--- src/rtl/core/rmq_div.sv ---
// ============================================================================
// rmq_div: pipelined restoring divider with quotient overflow flag
// floor(num/den) in QB bits, one bit per stage; sat marks a larger quotient.
// ============================================================================
module rmq_div #(
  parameter int NB = 35,
  parameter int DB = 18,
  parameter int QB = 18
) (
  input  logic          clk,
  input  logic          en,
  input  logic [NB-1:0] num,
  input  logic [DB-1:0] den,
  output logic [QB-1:0] quo,
  output logic          sat
);

  localparam int HB = NB - QB;
  localparam int CB = (HB > DB) ? HB : DB;

  logic [DB-1:0] rem_r [QB+1];
  logic [QB-1:0] low_r [QB+1];
  logic [QB-1:0] quo_r [QB+1];
  logic [DB-1:0] den_r [QB+1];
  logic          sat_r [QB+1];

  logic [HB-1:0] hi;
  assign hi = num[NB-1:QB];

  always_ff @(posedge clk) begin
    if (en) begin
      rem_r[0] <= DB'(hi);
      low_r[0] <= num[QB-1:0];
      quo_r[0] <= '0;
      den_r[0] <= den;
      sat_r[0] <= (CB'(hi) >= CB'(den));
    end
  end

  for (genvar k = 1; k <= QB; k++) begin : g_step
    logic [DB:0] sh;
    logic [DB:0] dx;
    logic        ge;

    always_comb begin
      sh = {rem_r[k-1], low_r[k-1][QB-1]};
      dx = {1'b0, den_r[k-1]};
      ge = (sh >= dx);
    end

    always_ff @(posedge clk) begin
      if (en) begin
        rem_r[k] <= ge ? DB'(sh - dx) : DB'(sh);
        low_r[k] <= low_r[k-1] << 1;
        quo_r[k] <= {quo_r[k-1][QB-2:0], ge};
        den_r[k] <= den_r[k-1];
        sat_r[k] <= sat_r[k-1];
      end
    end
  end

  assign quo = quo_r[QB];
  assign sat = sat_r[QB];

endmodule

--- config.mk ---
export PLATFORM = sky130hd
export DESIGN_NAME = rmq_div
export DESIGN_NICKNAME = d
export VERILOG_FILES = /design/src/rtl/core/rmq_div.sv
export SDC_FILE = /design/constraint.sdc
export NUM_CORES = 2
export LEC_CHECK = 0
export ABC_AREA = 0
export BUFFER_PORTS_ARGS = -buffer_cell sky130_fd_sc_hd__buf_2
export CAP_MARGIN = 25
export CORE_MARGIN = 4
export CORE_UTILIZATION = 48
export DETAILED_ROUTE_END_ITERATION = 8
export PLACE_DENSITY = 0.61
export SLEW_MARGIN = 0
export SYNTH_ARGS = -nofsm -noshare
export SYNTH_HDL_FRONTEND = slang
export SYNTH_SLANG_ARGS = --single-unit
export TNS_END_PERCENT = 30
--- constraint.sdc ---
create_clock -name clk -period 3.4 [get_ports clk]
set_input_delay 0.68 -clock clk [delete_from_list [all_inputs] [get_ports clk]]
set_output_delay 0.68 -clock clk [all_outputs]
set_load 0.05 [all_outputs]
==> run summary <==
final antenna-violating net count - 0
FF+latch count, synth - 1008
Post-Synthesis Cells - 3739
final setup fails - 0
Power Density - 885.2 mW/mm^2
worst r2r src - low_r[4][17]
CORE AREA - 0.1007 sq mm
Synth Flop Type - edfxtp_1
ranking of synthesized cells by area - edfxtp_1 (62%), ha_1 (8.7%), inv_1 (3.2%)
GP Congestion - 0.8565
hpwl dp - 63340 um
YS warnings - 0
XOR/XNOR Fraction of Synth Area - 0.04364
root buffer cell - clkbuf_16
Tot GR Track Use - 0.1643
Max Cap Viol - 0
diode count - 0
Worst Setup End Kind - flop
combinational family with the most area after synthesis - compound AO/OA/AOI/OAI gates
die area - 0.1072 sq mm
Remaining Overflow, GRT - 0
Syn Nets - 4152
DRT Pass-1 Iters - 5
post-synthesis mux area share - 0.03174
num ports - 74
Compound-Gate Fraction of Synth Area - 0.1084
final-stage net count - 4384
chip height - 327.4 um
Flop pwr share - 0.383
Setup CP Type - reg -> reg
Area Growth Syn to Fin - 13.24%
fraction of layout cells with a size suffix above 1 - 0.1216
CP Max Fanout - 3
largest net degree at the start of global routing - 103
Max-slew headroom - 0.5061
initial antenna violation count - 0
vias in the first global route - 28120
chip width - 327.4 um
Rows - 116
worst hold start - num[4]
Total Routed Length - 87710 um
clk_skew - 0.01851 ns
Mapped Area - 0.04896 sq mm
WP data arrival - 3.70 ns
commonest non-fill, non-tap cell in the layout - edfxtp_1
Area after DPL - 0.05187 sq mm
DR WL/cell - 16.19 um
Port Buffer Count - 73
Final Hold Slack - 0.1773 ns
vias per inst - 5.276
Post-synth EDFFs - 1008
Final period util - 0.9632
area fraction of the dominant cell type after synthesis - 0.6182
status - completed
Clk pwr share - 0.236
Final Critical Period - 3.275 ns
post-synth top area cell - edfxtp_1
VDD IR max - 0.0004126 V
first-pass GRT wire length - 142900 um
commonest non-fill, non-tap cells in the layout - edfxtp_1 (1008), inv_1 (415), ha_1 (341)
Cell Int Power - 33.09 mW
worst min path class - in -> reg
Max Freq - 0.3054 GHz
final hold vios - 0
clock tree sinks - 1008
DRT iter0 DRCs - 1598
Netlist cell types - 83
Required @ worst endpoint - 3.82 ns
Worst Tran Pin Value - 0.7340 ns
Logic pwr share - 0.381
Net Switching - 15.99 mW
Initial Utilization - 0.4861
Net Sw Frac - 0.3259
ys async rst share - 0
critical path startpoint category - flop
Clk Latency, worst-skew pair - 0.68 ns
DRC - 0
H-tree levels - 3
Num CTS Buffers - 108
via count - 28580
Post-Synth Adder-Cell Area - 0.09409
Critical Path Start - low_r[4][17]
Simple-Gate Fraction of Synth Area - 0.06743
Leak - 22.16 nW
Slew Limit Fails - 0
cell area after layout - 0.05545 sq mm
sequential area share after synthesis - 0.6182
CTS tree - done
Clk pin slew, worst setup/hold paths - 0.06 ns
syn_area_per_cell - 13.10 sq um
Clock Tree Buf Depth - 3
## registers in the layout, indices dropped and copies added (netlist names)
signal  count
rem_r     323
den_r     324
low_r     171
sat_r      19
quo_r     171
## path summary, 6_finish.rpt
check        slack [ns]  cells past startpoint      endpoint
min reg2reg        0.41                      0  quo_r[10][8]
min                0.18                      1   low_r[0][4]
max reg2reg        0.13                     14  rem_r[5][16]
max                0.13                     14  rem_r[5][16]
## cell type report
class	instances	area (sq um)
Clock buffer	132	2835
Inverter	417	1565
Sequential cell	1008	30270
Fill cell	8345	45280
Timing Repair Buffer	169	1384
Clock inverter	68	671.9
Tap cell	1357	1698
Multi-Input combinational cell	2267	17020
## worst max-delay path, cell delays in order (launching register included)
cell      delay [ns]
edfxtp_1        0.38
inv_1           0.07
ha_1            0.16
inv_1           0.05
fa_1            0.40
a21o_1          0.20
a21oi_1         0.20
o21ai_0         0.11
and2_1          0.18
o41ai_1         0.30
buf_4           0.20
o31a_1          0.24
mux2i_1         0.22
nor3_1          0.06
mux2_2          0.26
## what timing repair did
action	4_1_cts	5_1_grt
resized for setup	0	21
hold buffers	0	0
endpoints found under the setup margin	0	42
hold endpoints to repair	0	0
buffers inserted	0	1
## power by group through the flow
stage	sequential, mW	clock [mW]	combinational (mW)
detailed placement	19.0	0	18.5
floorplan	18.5	0	14.0
global route	19.1	12.5	21.0
global placement	19.1	0	18.3
finish	18.8	11.6	18.7
CTS	18.8	11.9	18.6
## routing by layer
metal  part of all wire  track usage  vias up
met3              0.037      0.02584      192
met4              0.041      0.06541        0
met5                  0            0        -
met1               0.44       0.2077    13590
li1                   -            -    14310
met2               0.48       0.2837      489
## cells by family (layout without fill, tap and decap cells)
logic type / after synthesis / after routing
adders and majority gates: 358 / 358
xor gates and xnor gates: 244 / 244
DFF: 1008 / 1008
and+or+nand+nor: 685 / 685
buffers and inverters: 464 / 786
AOI/OAI and AO/OA: 843 / 843
muxes: 137 / 137
## synthesized netlist by cell type (all sizes together) (22+ instances only)
cell type  count
inv          417
clkbuf        28
nor3          55
nand2b        48
nor2         172
ha           341
nor2b         34
nand3         52
o21bai        26
nand2        196
o21ai        224
a21oi        249
a211oi        22
xnor2        133
xor2         111
edfxtp      1008
mux2         125
a21o         124
o21a          37
nand4         37
a31oi         24
## metrics by stage
step | cells | worst slack, ns | utilization | TNS [ns] | power, mW
6_report | 5418 | 0.1251 | 0.5505 | 0 | 49.08
5_1_grt | 5418 | -0.05770 | 0.5505 | -0.06589 | 52.52
4_1_cts | 5417 | 0.06127 | 0.5497 | 0 | 49.42
3_5_place_dp | 5217 | 0.07299 | 0.5149 | 0 | 37.53
3_3_place_gp | 5217 | 0.1064 | 0.5149 | 0 | 37.31
2_1_floorplan | 3739 | 0.3598 | - | 0 | 32.49
Power figures use the tool's default switching activity.
