==> src/rtl/core/rmq_sqrt.sv <==
// ============================================================================
// rmq_sqrt: pipelined integer square root
// Restoring square root, one result bit per stage; floor(sqrt(x)).
// ============================================================================
module rmq_sqrt #(
  parameter int XB = 36
) (
  input  logic            clk,
  input  logic            en,
  input  logic [XB-1:0]   x,
  output logic [XB/2-1:0] root
);

  localparam int RB = XB / 2;

  logic [XB-1:0] x_r    [RB+1];
  logic [RB:0]   rem_r  [RB+1];
  logic [RB-1:0] root_r [RB+1];

  always_ff @(posedge clk) begin
    if (en) begin
      x_r[0]    <= x;
      rem_r[0]  <= '0;
      root_r[0] <= '0;
    end
  end

  for (genvar k = 1; k <= RB; k++) begin : g_step
    logic [RB+2:0] sh;
    logic [RB+2:0] trial;
    logic          ge;

    always_comb begin
      sh    = {rem_r[k-1], x_r[k-1][XB-1:XB-2]};
      trial = (RB+3)'({root_r[k-1], 2'b01});
      ge    = (sh >= trial);
    end

    always_ff @(posedge clk) begin
      if (en) begin
        x_r[k]    <= x_r[k-1] << 2;
        rem_r[k]  <= ge ? (RB+1)'(sh - trial) : (RB+1)'(sh);
        root_r[k] <= {root_r[k-1][RB-2:0], ge};
      end
    end
  end

  assign root = root_r[RB];

endmodule

==> config.mk <==
export PLATFORM = sky130hd
export DESIGN_NAME = rmq_sqrt
export DESIGN_NICKNAME = d
export VERILOG_FILES = /design/src/rtl/core/rmq_sqrt.sv
export SDC_FILE = /design/constraint.sdc
export NUM_CORES = 1
export LEC_CHECK = 0
export BUFFER_PORTS_ARGS = -buffer_cell sky130_fd_sc_hd__clkbuf_2
export CAP_MARGIN = 30
export CORE_UTILIZATION = 45
export DETAILED_ROUTE_END_ITERATION = 7
export SLEW_MARGIN = 10
export SYNTH_ARGS = -nofsm -noshare
export SYNTH_HDL_FRONTEND = slang
export SYNTH_SLANG_ARGS = --single-unit
==> constraint.sdc <==
create_clock -name clk -period 3.1 [get_ports clk]
set_input_delay 0 -clock clk [delete_from_list [all_inputs] [get_ports clk]]
set_output_delay 0 -clock clk [all_outputs]
set_load 0.05 [all_outputs]
==> impl_metrics.ini, run 1 <==
[grt]
grt_busiest_layer = met2
gr-usage-met3 = 0.03302
grt_use_met1 = 0.2123
grt_first_pass_wirelength_um = 105900
grt_pass1_vias = 20930
gr-total-overflow = 0
grt_max_degree = 125
met2_usage = 0.2560
track_usage = 0.1573
antenna_found_initial = 0

[sta]
final.setup.tns_ps = -42.19
worst_pin_slew_ps = 769.4
layout_min_cycle_time_ps = 3142
skew_ps = 60.94
setup_violations = 1
worst_hold_slack_ps = 50.61
worst_slack_ps = -42.19
fin_crit_sh = 1.014
timing.fmax_mhz = 318.3
maxSlewViolCount = 0
slew_headroom = 0.4859
hold_violations = 0

[yosys]
syn-num-nets = 2944
async_reset_ff_frac = 0
syn_area_mm2 = 0.03697
ys_ff_latch = 814
synth-edff-count = 814
syn-mean-instance-area_um2 = 13.61
yosysWarnings = 0
ys.flop_type = edfxtp_1
yosysUniqueCellTypes = 81
synth_cells = 2716
yosysSeqAreaShare = 0.6613

[pwr]
vdd_ir_drop_max_v = 0.0007453
total_power_mw = 28.78
sequentialPowerShare = 0.495
p_leak_nw = 16.15
cellPowerDensity_mw_per_mm2 = 680.5
internal-power_mw = 21.42
clockPowerShare = 0.356
p_sw_mw = 7.361
p_comb_frac = 0.149
swShare = 0.2558

[place]
hpwl_um = 45730
port_buffers = 55
place_congestion = 0.8968
placed_cell_area_mm2 = 0.03900

[job]
max_cap_viol_count = 0

[critical_path]
crit_arrival_ps = 3540
reg2reg_from = rem_r[14][3]
startpoint_type = register
worstPathRequired_ps = 3500
worstRegToRegCells = 8
worstPathMaxFanout = 5
r2r_end = rem_r[15][16]
cp-end-kind = register
r2r_slack_ps = -40
worstSetupPathType = register to register

[floorplanning]
ios = 56
dieArea_mm2 = 0.08330
die-width_um = 288.6
core_area_mm2 = 0.08094
initial_utilization = 0.4567
dieHeight_um = 288.6
row_count = 104

[layout]
final_nets = 3148
fin_util = 0.5225
design_area_mm2 = 0.04229
drive_gt1_frac = 0.09249
area_growth_pct = 14.41
fillers = 6719
antenna_cells = 0

[route]
avgViaCountPerCell = 5.235
route.detailed.drc = 0
num_vias = 21171
detail_route.wl_per_cell_um = 16.07
drt_wl_total_um = 65000
drtPass1Iterations = 6
drtIter0Drc = 1339
ant_nets = 0

[clock_tree]
clock_latency_ps = 650
tritoncts = yes
h-tree-depth = 3
cts_sinks = 814
cts_root_buf = clkbuf_16
clockBufferDepth = 3
path_clk_slew_ps = 60
cts_made_buffers = 87

[min_path]
whs_path_depth = 2
whs_endpoint = x_r[0][13]
hp-start = x[13]
hp-class = input port to register

[status]
violations = negative setup slack
outcome = finished, violations left
-- worst max path at each step --
stage                              from       endpoint  slack, ps
after detailed placement  root_r[16][0]  rem_r[17][18]         40
after CTS                 root_r[16][0]  rem_r[17][18]          5
after floorplan             rem_r[4][3]   rem_r[5][17]        390
after global routing      root_r[16][0]  rem_r[17][17]        -30
after global placement    rem_r[13][10]   rem_r[14][3]         60
final                      rem_r[14][3]  rem_r[15][16]        -40
-- critical path: stages (launching register included) --
cell,delay (ps)
edfxtp_1,390
ha_1,380
and2_1,180
nor3b_1,650
a221oi_2,220
a221oi_1,590
o2111ai_1,190
nor3b_1,180
xor2_1,140
-- layout make-up --
class                      instances  area, um2  share of cell area
clock buffer                     104       2241             0.05299
tap                             1060       1326             0.03136
multi-input combinational       1632      11550              0.2730
clock inverter                    49      630.6             0.01491
inverter                         239      899.6             0.02127
sequential                       814      24440              0.5780
timing repair buffer             146       1202             0.02843
-- sequential cells by signal, summed over array words and instances, names as in the netlist --
name	cells
x_r	342
rem_r	301
root_r	171
-- logic make-up (layout without fill, tap and decap cells) --
family / count (synthesis) / after routing / share of synthesized area
DFF: 814 / 814 / 0.6613
and+or+nand+nor: 659 / 659 / 0.08990
AOI/OAI and AO/OA: 513 / 513 / 0.08926
buffers and inverters: 270 / 538 / 0.02786
xor gates and xnor gates: 210 / 210 / 0.04976
adders and majority gates: 190 / 190 / 0.06431
muxes: 59 / 59 / 0.01757
other: 1 / 1 / 0.0001014
-- power groups by stage --
stage | registers, mW | clock network [mW] | logic (mW)
after floorplan | 14.2 | 0 | 3.06
final | 14.3 | 10.2 | 4.28
after CTS | 14.3 | 10.6 | 4.26
after detailed placement | 14.5 | 0 | 4.19
after global routing | 14.4 | 11.0 | 4.80
after global placement | 14.5 | 0 | 4.07
-- Yosys cell counts (7+ instances only) --
cell type / count / area share
nor2b_1: 29 / 0.0049
nand3_1: 27 / 0.0037
xor2_1: 107 / 0.025
ha_1: 190 / 0.064
o21ai_0: 67 / 0.0091
nand3b_1: 11 / 0.0022
and2_1: 9 / 0.0015
or4_1: 18 / 0.0037
mux2i_1: 12 / 0.0032
buf_2: 13 / 0.0018
o31a_1: 9 / 0.0021
or3_1: 31 / 0.0052
o31ai_1: 22 / 0.0045
nand4_1: 21 / 0.0036
inv_2: 9 / 0.00091
a211oi_1: 16 / 0.0032
a21o_1: 44 / 0.0089
o21bai_1: 9 / 0.0018
nor4_1: 31 / 0.0052
xnor2_1: 103 / 0.024
o211ai_1: 13 / 0.0026
nand2b_1: 27 / 0.0046
a31oi_1: 18 / 0.0030
nor3b_1: 13 / 0.0026
a21oi_1: 117 / 0.016
nand2_1: 162 / 0.016
inv_1: 230 / 0.023
clkbuf_1: 16 / 0.0016
mux2_1: 41 / 0.012
a2111oi_0: 8 / 0.0019
o21ai_1: 70 / 0.0095
o21a_1: 53 / 0.011
nand4b_1: 7 / 0.0017
nor3_1: 76 / 0.010
nor2_1: 164 / 0.017
edfxtp_1: 814 / 0.66
-- metal layers --
layer / wire length (um) / vias to the layer above
li1: - / 10558
met1: 30140 / 10120
met2: 30300 / 371
met3: 2881 / 122
met4: 1675 / 0
met5: 0 / -
-- cell usage in the layout, fill, tap and decap left out, drive strengths merged, types with 80 or more instances in the layout --
master  count
nand2     162
nor2      164
clkbuf    158
o21ai     137
nor3       80
ha        190
xor2      107
inv       240
a21oi     117
xnor2     103
edfxtp    814
-- stage by stage --
stage | setup slack (ps) | instances
global route | -34.01 | 4044
global placement | 63.31 | 3854
CTS | 5.115 | 4044
detailed placement | 37.38 | 3854
finish | -42.19 | 4044
floorplan | 385.5 | 2716
-- timing repair --
| item | 4_1_cts | 5_1_grt |
|---|---|---|
| setup endpoints to repair | 0 | 39 |
| buffers inserted | 0 | 0 |
| endpoints found under the hold margin | 83 | 0 |
| hold buffers | 37 | 0 |
| gates resized for setup | 0 | 13 |
Note: power is estimated with default switching activity, not from simulation.
==> run 2, diff against run 1 <==
--- a/config.mk
+++ b/config.mk
@@ -9,6 +9,7 @@
 export CAP_MARGIN = 30
 export CORE_UTILIZATION = 45
 export DETAILED_ROUTE_END_ITERATION = 7
+export REMOVE_ABC_BUFFERS = 1
 export SLEW_MARGIN = 10
 export SYNTH_ARGS = -nofsm -noshare
 export SYNTH_HDL_FRONTEND = slang
==> run 2 against run 1 <==
The flow now finishes without violations. Hold slack improved by 27 ps. Sequential power barely moved. Sequential share of layout area up 0.13 points. Register-to-register slack improved by 150 ps. Routed wire length is 1.0% higher. Largest power group unchanged. Clock power about the same. Die area is the same. Critical endpoint is now rem_r[17][18]. Maximum frequency grew 5.0%. Final cell count hardly changed. Critical path depth is the same.
==> impl_metrics.ini, run 2 (synthesized netlist as in run 1, its figures left out) <==
[pwr]
clockPowerShare = 0.353
p_comb_frac = 0.149
p_sw_mw = 7.349
total_power_mw = 28.62
sequentialPowerShare = 0.498
internal-power_mw = 21.27
p_leak_nw = 16.11
vdd_ir_drop_max_v = 0.0005543
cellPowerDensity_mw_per_mm2 = 678.1
swShare = 0.2568

[clock_tree]
path_clk_slew_ps = 60
cts_root_buf = clkbuf_16
h-tree-depth = 3
cts_sinks = 814
clockBufferDepth = 3
cts_made_buffers = 86
tritoncts = yes
clock_latency_ps = 640

[layout]
design_area_mm2 = 0.04220
fin_cells = 4043
multiInputGateArea_mm2 = 0.01154
final-seq-area_mm2 = 0.02444
fillers = 6780
fin_util = 0.5214
top_regs = x_r: 342 flops, rem_r: 301 flops, root_r: 171 flops
area_growth_pct = 14.16
final_cell_mix = edfxtp_1 (814), inv_1 (230), ha_1 (190)
drive_gt1_frac = 0.08786
final_nets = 3140
top_register = x_r
final_common_cell = edfxtp_1
largest_reg_flops = 342

[sta]
maxSlewViolCount = 0
timing.fmax_mhz = 334.2
worst_pin_slew_ps = 690.7
slew_headroom = 0.5375
setup_violations = 0
fin_crit_sh = 0.9652
worst_hold_slack_ps = 77.48
skew_ps = 32.98
final.setup.tns_ps = 0
rsz0062_at_grt = no
layout_min_cycle_time_ps = 2992
worst_slack_ps = 107.9
hold_violations = 0

[route]
drtIter0Drc = 1518
route.detailed.drc = 0
detail_route.wl_per_cell_um = 16.24
drtPass1Iterations = 5
num_vias = 21439
wl_met3_um = 3030
wl_met2_um = 30630
ant_nets = 0
top_layer = met4
avgViaCountPerCell = 5.303
met1_length_um = 30660
drt_wl_total_um = 65670

[place]
dp_cells = 3845
pre_cts_ws_ps = -145.5
placed_cell_area_mm2 = 0.03896
port_buffers = 55
hpwl_um = 46170
place_congestion = 0.8963

[grt]
grt_first_pass_wirelength_um = 107900
grt_max_degree = 107
grt_pass1_vias = 21469
antenna_found_initial = 0
gr-total-overflow = 0
track_usage = 0.1588

[floorplanning]
dieHeight_um = 288.6
core_area_mm2 = 0.08094
ios = 56
die-width_um = 288.6
initial_utilization = 0.4567
dieArea_mm2 = 0.08330
row_count = 104

[critical_path]
cp-end-kind = register
critPathLaunch = rem_r[16][0]
reg2reg_from = rem_r[16][0]
worstPathMaxFanout = 6
worstSetupPathType = register to register
worstPathRequired_ps = 3500
crit_arrival_ps = 3390
startpoint_type = register

[status]
outcome = finished, final reports clean

[min_path]
hp-class = input port to register
hp-start = x[2]

[job]
max_cap_viol_count = 0
-- run 2: cell count changes in the layout (fill, tap and decap cells not counted), sizes merged --
cell      before  now
buf           55   48
clkinv        36   43
clkinvlp       3    1
bufinv         9    8
diode          0    1
inv          240  241
-- run 2: critical path, cell delays in order (launching register included) --
cell,delay (ps)
edfxtp_1,410
ha_1,500
nand2b_1,120
a211oi_1,290
o211ai_1,350
o21ai_2,290
a211oi_1,140
o31ai_1,270
mux2_2,380
-- run 2: final cells by class --
cell class | instances | area share
Antenna cell | 1 | 0.00005930
Clock buffer | 104 | 0.05260
Clock inverter | 54 | 0.01417
Inverter | 239 | 0.02132
Multi-Input combinational cell | 1632 | 0.2734
Sequential cell | 814 | 0.5792
Tap cell | 1060 | 0.03143
Timing Repair Buffer | 139 | 0.02775
-- run 2: worst paths after layout --
path	end	slack, ps	cells after the start
setup / recovery	rem_r[17][18]	110	8
setup reg to reg	rem_r[17][18]	110	8
hold / removal	x_r[0][2]	80	2
hold reg to reg	x_r[5][13]	410	0
-- run 2: what timing repair did --
| action | in CTS | in global routing |
|---|---|---|
| setup buffers | 0 | 2 |
| pin swaps | 0 | 2 |
| resized for setup | 2 | 7 |
| setup endpoints to repair | 12 | 38 |
| hold buffers | 37 | 0 |
| endpoints found under the hold margin | 99 | 0 |
-- run 2: per-layer routing --
layer  GRT usage  vias up
li1            -    10542
met1      0.2183    10340
met2      0.2588      451
met3     0.02670      106
met4     0.04803        0
met5           0        -
-- run 2: power by group through the flow --
stage / logic (mW) / clock network, mW / registers, mW
2_1_floorplan: 3.04 / 0 / 14.2
6_report: 4.27 / 10.1 / 14.2
3_5_place_dp: 4.18 / 0 / 14.5
4_1_cts: 4.24 / 10.4 / 14.3
3_3_place_gp: 4.05 / 0 / 14.5
5_1_grt: 4.78 / 10.8 / 14.4
==> run 3, diff against run 2 <==
==> constraint.sdc (replaced) <==
create_clock -name clk -period 3.1 [get_ports clk]
set_input_delay 0.31 -clock clk [delete_from_list [all_inputs] [get_ports clk]]
set_output_delay 0.31 -clock clk [all_outputs]
set_load 0.05 [all_outputs]
==> run 3 against run 2 <==
Critical path depth stayed put. Sequential power hardly changed. Critical endpoint is now rem_r[11][8]. Register-to-register slack hardly changed. Setup slack better by 13 ps. Clock power hardly changed. Flip-flop and latch count stayed put.
==> impl_metrics.ini, run 3 (synthesized netlist as in run 1, its figures left out) <==
[status]
outcome = finished, final reports clean

[pwr]
swShare = 0.2538
internal-power_mw = 21.43
clockPowerShare = 0.354
sequentialPowerShare = 0.496
vdd_ir_drop_max_v = 0.0005154
p_sw_mw = 7.289
p_comb_frac = 0.150
p_leak_nw = 16.13
cellPowerDensity_mw_per_mm2 = 679.7

[critical_path]
cp-end-kind = register
crit_arrival_ps = 3350
worstPathMaxFanout = 9
path_cells = ha_1 -> a21oi_1 -> nor3b_1 -> a21oi_1 -> a211o_1 -> nor3b_2 -> buf_4 -> mux2_1
worstSetupPathType = register to register
crit_top_cell = a21oi_1
worstPathRequired_ps = 3480
cpPeakStageDelay_ps = 410
startpoint_type = register
cp_slowest_cell = edfxtp_1

[route]
route.detailed.drc = 0
num_vias = 21446
drtPass1Iterations = 5
ant_nets = 0
detail_route.wl_per_cell_um = 16.16
drtIter0Drc = 1357
drt_wl_total_um = 65420
avgViaCountPerCell = 5.298

[layout]
fillers = 6762
drive_gt1_frac = 0.09070
final_cell_mix = edfxtp_1 (814), inv_1 (230), ha_1 (189)
fin_util = 0.5220
top_regs = x_r: 342 flops, rem_r: 301 flops, root_r: 171 flops
top_register = x_r
design_area_mm2 = 0.04225
final_common_cell = edfxtp_1
fin_cells = 4048
area_growth_pct = 14.29
final_nets = 3145
antenna_cells = 0
largest_reg_flops = 342

[clock_tree]
tritoncts = yes
post-cts-setup-buffers = 0
path_clk_slew_ps = 60
clock_latency_ps = 630
h-tree-depth = 3
cts_sinks = 814
cts_made_buffers = 86
cts_root_buf = clkbuf_16
clockBufferDepth = 3

[place]
dp_cells = 3853
placed_cell_area_mm2 = 0.03901
place_congestion = 0.8944
port_buffers = 55
hpwl_um = 46580

[job]
max_cap_viol_count = 0

[sta]
fin_crit_sh = 0.9610
slew_headroom = 0.5867
layout_min_cycle_time_ps = 2979
skew_ps = 32.81
hold_violations = 0
rsz0062_at_grt = no
final.setup.tns_ps = 0
timing.fmax_mhz = 335.7
setup_violations = 0
maxSlewViolCount = 0
worst_pin_slew_ps = 604.4

[grt]
gr-total-overflow = 0
grt_first_pass_wirelength_um = 106600
met2_usage = 0.2597
grt_max_degree = 95
track_usage = 0.1579
gr-usage-met3 = 0.02638
grt_pass1_vias = 21114
antenna_found_initial = 0
grt_busiest_layer = met2
grt_use_met1 = 0.2143

[floorplanning]
dieArea_mm2 = 0.08330
die-width_um = 288.6
ios = 56
core_area_mm2 = 0.08094
row_count = 104
dieHeight_um = 288.6
initial_utilization = 0.4567

[min_path]
hp-class = input port to register
-- run 3: cell types whose count changed in the layout (fill, tap and decap cells not counted), sizes merged --
cell / before / now
dlygate4sd3: 37 / 36
clkbuf: 158 / 154
diode: 1 / 0
inv: 241 / 240
buf: 48 / 54
bufinv: 8 / 10
clkinvlp: 1 / 5
-- run 3: final cells by class --
| type | instances | area [um2] | area share |
|---|---|---|---|
| timing repair buffer | 144 | 1194 | 0.02825 |
| clock buffer | 100 | 2205 | 0.05218 |
| inverter | 239 | 897.1 | 0.02123 |
| multi-input combinational | 1632 | 11540 | 0.2731 |
| tap | 1060 | 1326 | 0.03139 |
| clock inverter | 59 | 644.4 | 0.01525 |
| sequential | 814 | 24440 | 0.5786 |
-- run 3: per-stage QoR --
step | worst slack, ps | hold slack (ps) | power [mW]
global route | 13.16 | 153.2 | 30.09
CTS | 13.40 | 146.1 | 29.02
finish | 120.8 | 111.3 | 28.72
detailed placement | -2.926 | 404.5 | 18.68
global placement | -24.30 | 400.8 | 18.54
floorplan | -126.8 | 400.3 | 17.27
-- run 3: final timing paths --
check,start,to,slack (ps),cells past startpoint
worst max-delay path,rem_r[10][2],rem_r[11][8],120,8
worst min-delay path,en,x_r[0][0],110,1
worst max register to register,rem_r[10][2],rem_r[11][8],120,8
worst min register to register,x_r[13][32],x_r[14][34],410,0
-- run 3: repair_timing --
action	CTS	global route
hold buffers	36	0
resized for setup	0	8
hold endpoints to repair	36	0
endpoints found under the setup margin	0	28
-- run 3: power by group through the flow --
| stage | sequential [mW] | combinational (mW) | clock, mW |
|---|---|---|---|
| after floorplan | 14.2 | 3.04 | 0 |
| after CTS | 14.3 | 4.28 | 10.5 |
| final | 14.2 | 4.31 | 10.2 |
| after detailed placement | 14.5 | 4.21 | 0 |
| after global routing | 14.4 | 4.84 | 10.9 |
| after global placement | 14.5 | 4.08 | 0 |
-- run 3: metal layers --
| layer | vias up | wire, um |
|---|---|---|
| met2 | 454 | 30580 |
| met3 | 97 | 3116 |
| met5 | - | 0 |
| met4 | 0 | 1329 |
| met1 | 10339 | 30400 |
| li1 | 10556 | - |
-- run 3: worst max-delay path, delay by kind of cell (launching register included) --
| kind | cells | cell delay, ps |
|---|---|---|
| AO/OA/AOI/OAI | 3 | 830 |
| AND/OR/NAND/NOR | 2 | 570 |
| flip-flops | 1 | 410 |
| adder cells (fa/ha/maj) | 1 | 370 |
| multiplexers | 1 | 330 |
| buffers and inverters | 1 | 220 |
